File: config.mk
export PLATFORM = sky130hd
export DESIGN_NAME = uvs_div
export DESIGN_NICKNAME = d
export VERILOG_FILES = /design/src/hdl/uvs_div.sv
export SDC_FILE = /design/constraint.sdc
export NUM_CORES = 2
export LEC_CHECK = 0
export BUFFER_PORTS_ARGS = -buffer_cell sky130_fd_sc_hd__buf_2
export CORE_MARGIN = 4
export CORE_UTILIZATION = 53
export DETAILED_ROUTE_END_ITERATION = 10
export GPL_TIMING_DRIVEN = 1
export HOLD_SLACK_MARGIN = 0.03
export PLACE_DENSITY = 0.71
export SKIP_LAST_GASP = 1
export SLEW_MARGIN = 20
export SYNTH_ARGS = -nofsm -noshare
export SYNTH_HDL_FRONTEND = slang
export SYNTH_SLANG_ARGS = --single-unit
File: constraint.sdc
create_clock -name clock -period 4.75 [get_ports clock]
set_clock_uncertainty 0.1 [all_clocks]
set_input_delay 0.2375 -clock clock [delete_from_list [all_inputs] [get_ports clock]]
set_output_delay 0.2375 -clock clock [all_outputs]
set_load 0.01 [all_outputs]
File: src/hdl/uvs_div.sv
// ----------------------------------------------------------------------------
// uvs_div
// Pipelined restoring divider, one quotient bit per stage.
// ----------------------------------------------------------------------------
module uvs_div #(
   parameter int NW = 41,
   parameter int DW = 10
) (
   input  logic          clock,
   input  logic          en,
   input  logic [NW-1:0] num,
   input  logic [DW-1:0] den,
   output logic [NW-1:0] quo
);

   // each stage word: remainder on top, unused dividend bits and quotient below
   logic [DW+NW-1:0] rq_ff  [NW];
   logic [DW+NW-1:0] rq_in  [NW];
   logic [DW+NW-1:0] src    [NW];
   logic [DW:0]      trial  [NW];
   logic [DW:0]      rem    [NW];
   logic             ge     [NW];

   always_comb begin
      src[0] = {{DW{1'b0}}, num};
      for (int k = 1; k < NW; k++) begin
         src[k] = rq_ff[k-1];
      end
      for (int k = 0; k < NW; k++) begin
         trial[k] = src[k][DW+NW-1:NW-1];
         ge[k]    = (trial[k] >= {1'b0, den});
         rem[k]   = ge[k] ? (trial[k] - {1'b0, den}) : trial[k];
         rq_in[k] = {rem[k][DW-1:0], src[k][NW-2:0], ge[k]};
      end
   end

   always_ff @(posedge clock) begin
      if (en) begin
         for (int k = 0; k < NW; k++) begin
            rq_ff[k] <= rq_in[k];
         end
      end
   end

   assign quo = rq_ff[NW-1][NW-1:0];

endmodule

==> summary.txt <==
Routing
  • Post-DRT Antenna Nets: 0
  • DR vias/cell: 5.39
  • Drt drc: 0
  • WL/cell: 17.7 um
  • Via count: 40.4k
  • Initial DRC count: 2937
  • Final wirelength: 133 mm
  • First-pass DRT Iterations: 5

Layout
  • Layout cells sized above 1: 16.6%
  • Area Overhead vs Synth: 13.5%
  • Max FFs per register: 2081
  • Reg area: 0.0625 mm^2
  • Antenna diodes: 0
  • Biggest register: rq_ff
  • Post-layout util: 60.4%
  • Regs by FF count: rq_ff: 2081 flops
  • Finished Layout Cells: 7493
  • Fill count: 11.7k
  • Area occupied by multi-input gates: 0.0219 mm^2
  • Nets: 5651

Logic synthesis
  • Syn_nets: 5247
  • Ys Warns: 0
  • XOR/XNOR Fraction of Synth Area: 2.80%
  • Mapped cell area: 0.0854 mm^2
  • Simple-gate share of the synthesized area: 3.76%
  • Most area-hungry cell type in the Yosys netlist: edfxtp_1
  • Seq/Total Area, Yosys: 73.1%
  • Compound-gate portion of the synthesized area: 6.53%
  • Yosys top cell area share: 73.1%
  • Post-Syn Instances: 4753
  • Largest family of logic cells by synthesized area: adder cells
  • Async set-reset flop share out of synthesis: 0%
  • Distinct cells, synth: 48
  • Syn Area/Cell: 18.0 um^2
  • Post-synth EDFFs: 2081
  • Multiplexer area fraction after synthesis: 5.74%
  • Synth Area in Adders: 6.80%
  • Register bit total from synthesis: 2081
  • Predominant post-synthesis flop cell: edfxtp_1
  • Synth top area cells: edfxtp_1, ha_1, mux2_4, xnor2_1, a21oi_1

Floorplan
  • Die Area: 0.168 mm^2
  • Row count: 147
  • Die width: 410 um
  • DIE HEIGHT: 410 um
  • Initial core utilization: 53.3%
  • Ports: 94
  • Core area: 0.160 mm^2

Clock network
  • PostCTS Resize Cnt: 0
  • CTS H-Tree Depth: 4
  • Clock Latency Late Sink: 820 ps
  • Max Root-Sink Buffers: 3
  • Root Buffer: clkbuf_16
  • Clk slew on worst S/H paths: 60 ps
  • Cts bufs inserted: 206
  • CTS sink cnt: 2081
  • CTS tree: done

Global routing
  • GRT Total Usage: 15.8%
  • Initial antenna violation count: 0
  • Largest net degree at the start of global routing: 141
  • Number of global-route vias before repair: 41.1k
  • GRT Residual Overflow: 0
  • First-pass GRT wire length: 214 mm

STA
  • Fmax: 307 MHz
  • Final Hold Fails: 0
  • Final Worst Setup Slack: 1500 ps
  • Final min period: 3250 ps
  • Final worst-path cycle share: 68.5%
  • Sum of negative setup slack: 0 ps
  • Slew of the pin with the lowest slew margin: 1080 ps
  • Final count of pins violating max slew: 0
  • Slew headroom: 28.3%
  • Final setup viols: 0
  • RSZ-0062 raised after global routing: false
  • Final hold slack: 296 ps

Pwr
  • Worst VDD drop: 0.453 mV
  • Leak: 35.6 nW
  • Power Density: 613 mW/mm^2

Placed design
  • Detailed Place HPWL: 80.5 mm
  • Placed cells: 7019
  • I/O Buffers: 93
  • Place WS: 1100 ps
  • RD Place Congestion: 0.859

Status
  • Status: finished, final reports clean

Hold path
  • Min-Delay Path Class: flop to flop

Worst setup path
  • CP required: 5190 ps
  • CP Class: input port to flop
  • Crit path max fanout: 24
  • CP Capture Type: flop
  • Critical Path AT: 3700 ps
  • Startpoint Class: input port

Job
  • Max_cap viols: 0
critical path: stages:
cell,delay (ps)
dlygate4sd3_1,520
buf_2,140
clkinv_2,430
buf_4,530
ha_1,480
nand3_2,110
nor4_1,450
a2111oi_2,120
o21a_2,200
inv_4,140
mux2_4,300
cell usage after synthesis, types with 66 or more instances:
master,instances
nor2_1,116
ha_1,402
nand2_1,191
inv_1,130
mux2_4,266
nand3_1,66
xor2_1,79
xnor2_1,194
edfxtp_1,2081
o21ai_0,80
nor4_1,85
a21o_1,83
a21oi_1,215
repair_timing:
action | CTS | global route
hold endpoints to repair | 137 | 0
buffers inserted | 0 | 0
hold buffers | 90 | 0
final cells by class:
cell class              count  share of cell area, %
multi-input cells        2460                   22.6
repair buffers            238                   2.07
well taps                2160                   2.79
clock inverters           137                   1.77
inverters                 170                  0.774
flip-flops and latches   2081                   64.5
clock buffers             247                   5.54
through the flow:
| stage | instance area, um^2 | total power, W |
|---|---|---|
| 2_1_floorplan | 85400 | 0.0394 |
| 5_1_grt | 96900 | 0.0627 |
| 3_5_place_dp | 89000 | 0.0430 |
| 6_report | 96900 | 0.0594 |
| 3_3_place_gp | 89000 | 0.0426 |
| 4_1_cts | 96900 | 0.0599 |
layer usage:
layer  track usage, %  vias to the layer above  share of wire (%)
li1                 -                    19571                  -
met5                0                        -                  0
met3             2.88                      271                3.9
met1             21.5                    19853                 45
met4             5.34                        0                2.8
met2             26.0                      724                 48
placed cells by master, fill, tap and decap left out, drive strengths merged, types with 116 or more instances in the layout:
cell,Yosys,routed
mux2,312,312
ha,402,402
nand2,191,191
buf,41,148
nor2,116,116
clkbuf,1,247
a21oi,215,215
inv,170,167
xnor2,194,194
edfxtp,2081,2081
worst paths after layout:
kind / slack, ps / from / cells after the start / endpoint
setup / recovery: 1500 / den[8] / 11 / rq_ff[1][196]
hold reg to reg: 300 / rq_ff[0][750] / 0 / rq_ff[0][802]
setup reg to reg: 2090 / rq_ff[2][91] / 9 / rq_ff[2][151]
hold / removal: 300 / rq_ff[0][750] / 0 / rq_ff[0][802]
report_power, final:
part	switching [W]	internal [W]
Clock	0.00677	0.00981
Sequential	0.00147	0.0242
Combinational	0.00825	0.00895
kinds of logic (layout without fill, tap and decap cells):
family                     count (synthesis)  after routing
muxes                                    351            351
adders and majority gates                441            441
AOI/OAI and AO/OA                        764            764
DFF                                     2081           2081
buffers and inverters                    212            792
and+or+nand+nor                          631            631
xor gates and xnor gates                 273            273
Note: power is estimated with default switching activity, not from simulation.
