--- src/hdl/uvs_pkg.sv ---
// ----------------------------------------------------------------------------
// uvs_pkg
// Shared types and constants of the uv sphere cell vertex unit.
// ----------------------------------------------------------------------------
package uvs_pkg;

   localparam int RADIUS_W = 23;
   localparam int CNT_W    = 9;
   localparam int IDX_W    = 8;
   localparam int TRIG_W   = 32;
   localparam int TEX_W    = 17;
   localparam int POS_W    = 24;
   localparam int NRM_W    = 16;

   // restoring divider geometry: (k << 32) + bias over a count of up to 2*256
   localparam int DIV_NUM_W = 41;
   localparam int DIV_DEN_W = 10;

   localparam int CORDIC_GAIN = 652032874;
   localparam int ATAN_LEN    = 24;
   localparam logic [31:0] ATAN_TURNS [ATAN_LEN] = '{
      32'h20000000, 32'h12E4051E, 32'h09FB385B, 32'h051111D4, 32'h028B0D43, 32'h0145D7E1,
      32'h00A2F61E, 32'h00517C55, 32'h0028BE53, 32'h00145F2F, 32'h000A2F98, 32'h000517CC,
      32'h00028BE6, 32'h000145F3, 32'h0000A2FA, 32'h0000517D, 32'h000028BE, 32'h0000145F,
      32'h00000A30, 32'h00000518, 32'h0000028C, 32'h00000146, 32'h000000A3, 32'h00000051
   };

   // corner order p1,p4,p2,p1,p3,p4: bit v gives polar (a) and azimuth (b) step
   localparam logic [5:0] CORNER_A = 6'b110010;
   localparam logic [5:0] CORNER_B = 6'b100110;
   localparam logic [2:0] VTX_LAST = 3'd5;

   typedef enum logic [1:0] {
      CSR_RADIUS = 2'd0,
      CSR_SLICES = 2'd1,
      CSR_STACKS = 2'd2
   } csr_idx_type;

   typedef struct packed {
      logic [1:0][TRIG_W-1:0] th_c;
      logic [1:0][TRIG_W-1:0] th_s;
      logic [1:0][TRIG_W-1:0] ph_c;
      logic [1:0][TRIG_W-1:0] ph_s;
      logic [1:0][TEX_W-1:0]  tu;
      logic [1:0][TEX_W-1:0]  tv;
      logic                   err;
   } vtx_item_type;

endpackage

--- src/hdl/uvs_cordic.sv ---
// ----------------------------------------------------------------------------
// uvs_cordic
// Pipelined rotation-mode cordic: binary angle in, cosine and sine in Q1.30.
// ----------------------------------------------------------------------------
module uvs_cordic #(
   parameter int STEPS = 16
) (
   input  logic               clock,
   input  logic               en,
   input  logic [31:0]        ang,
   output logic signed [31:0] cos_out,
   output logic signed [31:0] sin_out
);

   localparam int XW = 34;

   logic [31:0]          ang_sum;
   logic [1:0]           quad;
   logic [31:0]          resid;
   logic signed [XW-1:0] x_ff [STEPS+1];
   logic signed [XW-1:0] y_ff [STEPS+1];
   logic signed [XW-1:0] z_ff [STEPS+1];
   logic [1:0]           q_ff [STEPS+1];
   logic signed [XW-1:0] x_in [STEPS+1];
   logic signed [XW-1:0] y_in [STEPS+1];
   logic signed [XW-1:0] z_in [STEPS+1];
   logic [1:0]           q_in [STEPS+1];
   logic signed [31:0]   cos_ff;
   logic signed [31:0]   sin_ff;

   // fold to the nearest quarter turn, residual within an eighth turn
   assign ang_sum = ang + 32'h2000_0000;
   assign quad    = ang_sum[31:30];
   assign resid   = ang - {quad, 30'b0};

   always_comb begin
      x_in[0] = XW'(uvs_pkg::CORDIC_GAIN);
      y_in[0] = '0;
      z_in[0] = XW'($signed(resid));
      q_in[0] = quad;
      for (int k = 0; k < STEPS; k++) begin
         q_in[k+1] = q_ff[k];
         if (z_ff[k] >= 0) begin
            x_in[k+1] = x_ff[k] - (y_ff[k] >>> k);
            y_in[k+1] = y_ff[k] + (x_ff[k] >>> k);
            z_in[k+1] = z_ff[k] - XW'(uvs_pkg::ATAN_TURNS[k]);
         end else begin
            x_in[k+1] = x_ff[k] + (y_ff[k] >>> k);
            y_in[k+1] = y_ff[k] - (x_ff[k] >>> k);
            z_in[k+1] = z_ff[k] + XW'(uvs_pkg::ATAN_TURNS[k]);
         end
      end
   end

   always_ff @(posedge clock) begin
      if (en) begin
         for (int k = 0; k <= STEPS; k++) begin
            x_ff[k] <= x_in[k];
            y_ff[k] <= y_in[k];
            z_ff[k] <= z_in[k];
            q_ff[k] <= q_in[k];
         end
         case (q_ff[STEPS])
            2'd0: begin
               cos_ff <= x_ff[STEPS][31:0];
               sin_ff <= y_ff[STEPS][31:0];
            end
            2'd1: begin
               cos_ff <= 32'(-y_ff[STEPS]);
               sin_ff <= x_ff[STEPS][31:0];
            end
            2'd2: begin
               cos_ff <= 32'(-x_ff[STEPS]);
               sin_ff <= 32'(-y_ff[STEPS]);
            end
            default: begin
               cos_ff <= y_ff[STEPS][31:0];
               sin_ff <= 32'(-x_ff[STEPS]);
            end
         endcase
      end
   end

   assign cos_out = cos_ff;
   assign sin_out = sin_ff;

endmodule

--- config.mk ---
export PLATFORM = sky130hd
export DESIGN_NAME = uvs_cordic
export DESIGN_NICKNAME = d
export VERILOG_FILES = /design/src/hdl/uvs_pkg.sv /design/src/hdl/uvs_cordic.sv
export SDC_FILE = /design/constraint.sdc
export NUM_CORES = 2
export LEC_CHECK = 0
export ABC_CLOCK_PERIOD_IN_PS = 6000
export BUFFER_PORTS_ARGS = -buffer_cell sky130_fd_sc_hd__buf_2
export CAP_MARGIN = 20
export CORE_MARGIN = 2
export CORE_UTILIZATION = 62
export CTS_CLUSTER_DIAMETER = 60
export DETAILED_ROUTE_END_ITERATION = 16
export HOLD_SLACK_MARGIN = 0.05
export PLACE_DENSITY_LB_ADDON = 0.12
export SLEW_MARGIN = 20
export SYNTH_ARGS = -nofsm -noshare
export SYNTH_HDL_FRONTEND = slang
export SYNTH_SLANG_ARGS = --single-unit
--- constraint.sdc ---
create_clock -name clock -period 6 [get_ports clock]
set_input_delay 0.9 -clock clock [delete_from_list [all_inputs] [get_ports clock]]
set_output_delay 0.9 -clock clock [all_outputs]
set_load 0.03 [all_outputs]
==> metrics.yaml <==
path_common_cell: "o21ai_0"
fmax_mhz: 172
crit_buf_inv: 2
dieWidth_um: 461
yosysWarnings: 0
yosys.area_share.xor_xnor: 0.130
firstDrtPassIters: 7
grt_pass1_wl_mm: 545
skew_ns: 0.0399
grt_max_degree: 180
cts_hold_buffers: 0
drive_gt1_frac: 0.0678
fp-row-count: 167
drc: 0
avgSynthCellArea_um2: 9.71
synth_area_um2: 130000
area_growth_pct: 9.62
crit_path_start_kind: "register"
muxShareOfSynthArea: 0.00636
hold_path.class: "input port to register"
pre_cts_slack_ns: -0.0989
ys_ff_latch: 1598
finalCritPeriodShare: 0.967
slowest_delay_ns: 0.59
most-common-layout-cells: "edfxtp_1 (1598), ha_1 (1408), xnor2_1 (1298)"
synth-compound-area-share: 0.191
die_area_um2: 213000
tightest_slew_ns: 1.01
critPathSlowestCell: "or4b_1"
grt_use_total: 0.318
status: "completed"
ys_seq_area_frac: 0.370
wl_per_cell_um: 20.8
ios: 98
cp.arrival_ns: 6.37
postSynth.asyncResetShare: 0
wl_mm: 347
synth_fa_ha_area_frac: 0.143
cp.required_ns: 6.57
clockBufferDepth: 3
die_h_um: 461
core_um2: 207000
synth_top_family_by_area: "compound AO/OA/AOI/OAI gates"
slew-limit-headroom: 0.321
grt_pass1_vias: 101000
critPathMaxFanout: 3
synth-simple-area-share: 0.136
antenna_found_initial: 2
nets: 15200
ctsHtreeMaxLevel: 4
max_cap_violations: 0
maxSlewViolCount: 0
cp_top_family: "simple AND/OR/NAND/NOR gates"
setup_violations: 0
overflow: 0
ant_nets: 0
via_per_inst: 6.34
clkSinkCount: 1598
vias: 106000
hold_viol: 0
place.gp.congestion: 0.987
synth_edf_count: 1598
cts.reportedPaths.clkPinSlew_ns: 0.06
clock_latency_ns: 0.84
dp_hpwl_mm: 273
layout_setup_ws_ns: 0.196
port_buffers: 97
crit_type: "register to register"
endpoint_kind: "register"
rsz0062_at_grt: "yes"
syn-num-nets: 14800
drt_iter0_markers: 9360
yosysUniqueCellTypes: 104
clockRootBuffer: "clkbuf_16"
worstPathCellList: "inv_1, ha_1, nor4b_1, nand4_1, nor4_1, and4_1, nor2_4, inv_1, nor2_1, xnor2_1, ha_1, nor2b_1, o21ai_0, a21boi_1, o41a_1, a21boi_2, o21ai_0, or4b_1, nand3_1, nand4_1, a31oi_2, o21ai_0, xor2_1"
syn_inst: 13400
final_common_cell: "edfxtp_1"
cts_inserted_buffers: 190
tritoncts: "yes"
start_util: 0.625
ys.flop_type: "edfxtp_1"
final.min_clock_period_ns: 5.80
r2r_slack_ns: 0.20
## worst paths after layout
check / startpoint / to / cells after the start
setup / recovery: z_ff[0][135]$_DFFE_PP_ / x_ff[0][168]$_DFFE_PP_ / 23
hold / removal: ang[9] / z_ff[0][9]$_DFFE_PP_ / 1
hold reg to reg: z_ff[0][10]$_DFFE_PP_ / z_ff[0][44]$_DFFE_PP_ / 0
setup reg to reg: z_ff[0][135]$_DFFE_PP_ / x_ff[0][168]$_DFFE_PP_ / 23
## per-stage QoR
step | instances | area, um2 | hold WS, ns | util | setup TNS (ns)
global placement | 16300 | 135000 | 0.400 | 0.651 | -0.0112
finish | 16700 | 142000 | 0.219 | 0.685 | 0
global route | 16700 | 142000 | 0.184 | 0.685 | -0.111
CTS | 16700 | 142000 | 0.167 | 0.683 | 0
floorplan | 13400 | 130000 | 0.400 | - | 0
detailed placement | 16300 | 135000 | 0.405 | 0.651 | -0.507
## routing by layer
layer | up-vias | track usage | part of all wire | wire (um)
li1 | 50500 | - | - | -
met3 | 642 | 0.0451 | 0.072 | 25000
met1 | 50800 | 0.442 | 0.44 | 153000
met2 | 3740 | 0.514 | 0.46 | 158000
met4 | 0 | 0.100 | 0.031 | 10900
met5 | - | 0 | 0 | 0
## timing repair
action,CTS,global route
setup endpoints to repair,12,102
pin swaps,0,5
cloned,0,0
hold endpoints to repair,0,0
setup buffers,0,5
resized for setup,7,102
## layout make-up
| class | instances | area (um2) |
|---|---|---|
| multi-input cells | 11000 | 79200 |
| repair buffers | 369 | 2700 |
| flip-flops and latches | 1598 | 48000 |
| clock inverters | 136 | 1600 |
| fillers | 16100 | 65300 |
| clock buffers | 213 | 4950 |
| well taps | 2788 | 3490 |
| diodes | 1 | 2.50 |
| inverters | 600 | 2270 |
## registers in the layout, summed over array words and instances (netlist names)
signal   flops
y_ff       509
q_ff        34
sin_out     32
x_ff       482
cos_out     32
z_ff       509
## kinds of logic after synthesis
logic type               count (synthesis)
AND/OR/NAND/NOR                       3590
flip-flops                            1598
XOR/XNOR                              1926
other                                    1
buffers and inverters                  786
AO/OA/AOI/OAI                         3920
adder cells (fa/ha/maj)               1455
multiplexers                            76
## cells in the mapped netlist (all sizes together), types with 71 or more instances
library cell  number  area (um2)
a211oi           113         858
a21o             562        4220
a21oi           1261        6320
a31oi            102         638
and3             116         726
clkbuf           152         571
edfxtp          1598       48000
ha              1408       17600
inv              592        2220
nand2            803        3010
nand2b           223        1400
nand3            248        1240
nand4             86         538
nor2            1031        3880
nor2b            182        1140
nor3             286        1450
nor4             167        1090
o21a             194        1460
o21ai            800        4000
o21bai           171        1280
o31ai            185        1400
o41ai             78         691
or2               71         444
or3              115         734
or4               71         541
xnor2           1298       11400
xor2             627        5490
Power is left out: the tool's default activity adds up to more than one toggle a clock period on the data nets, which glitch-free logic cannot reach.
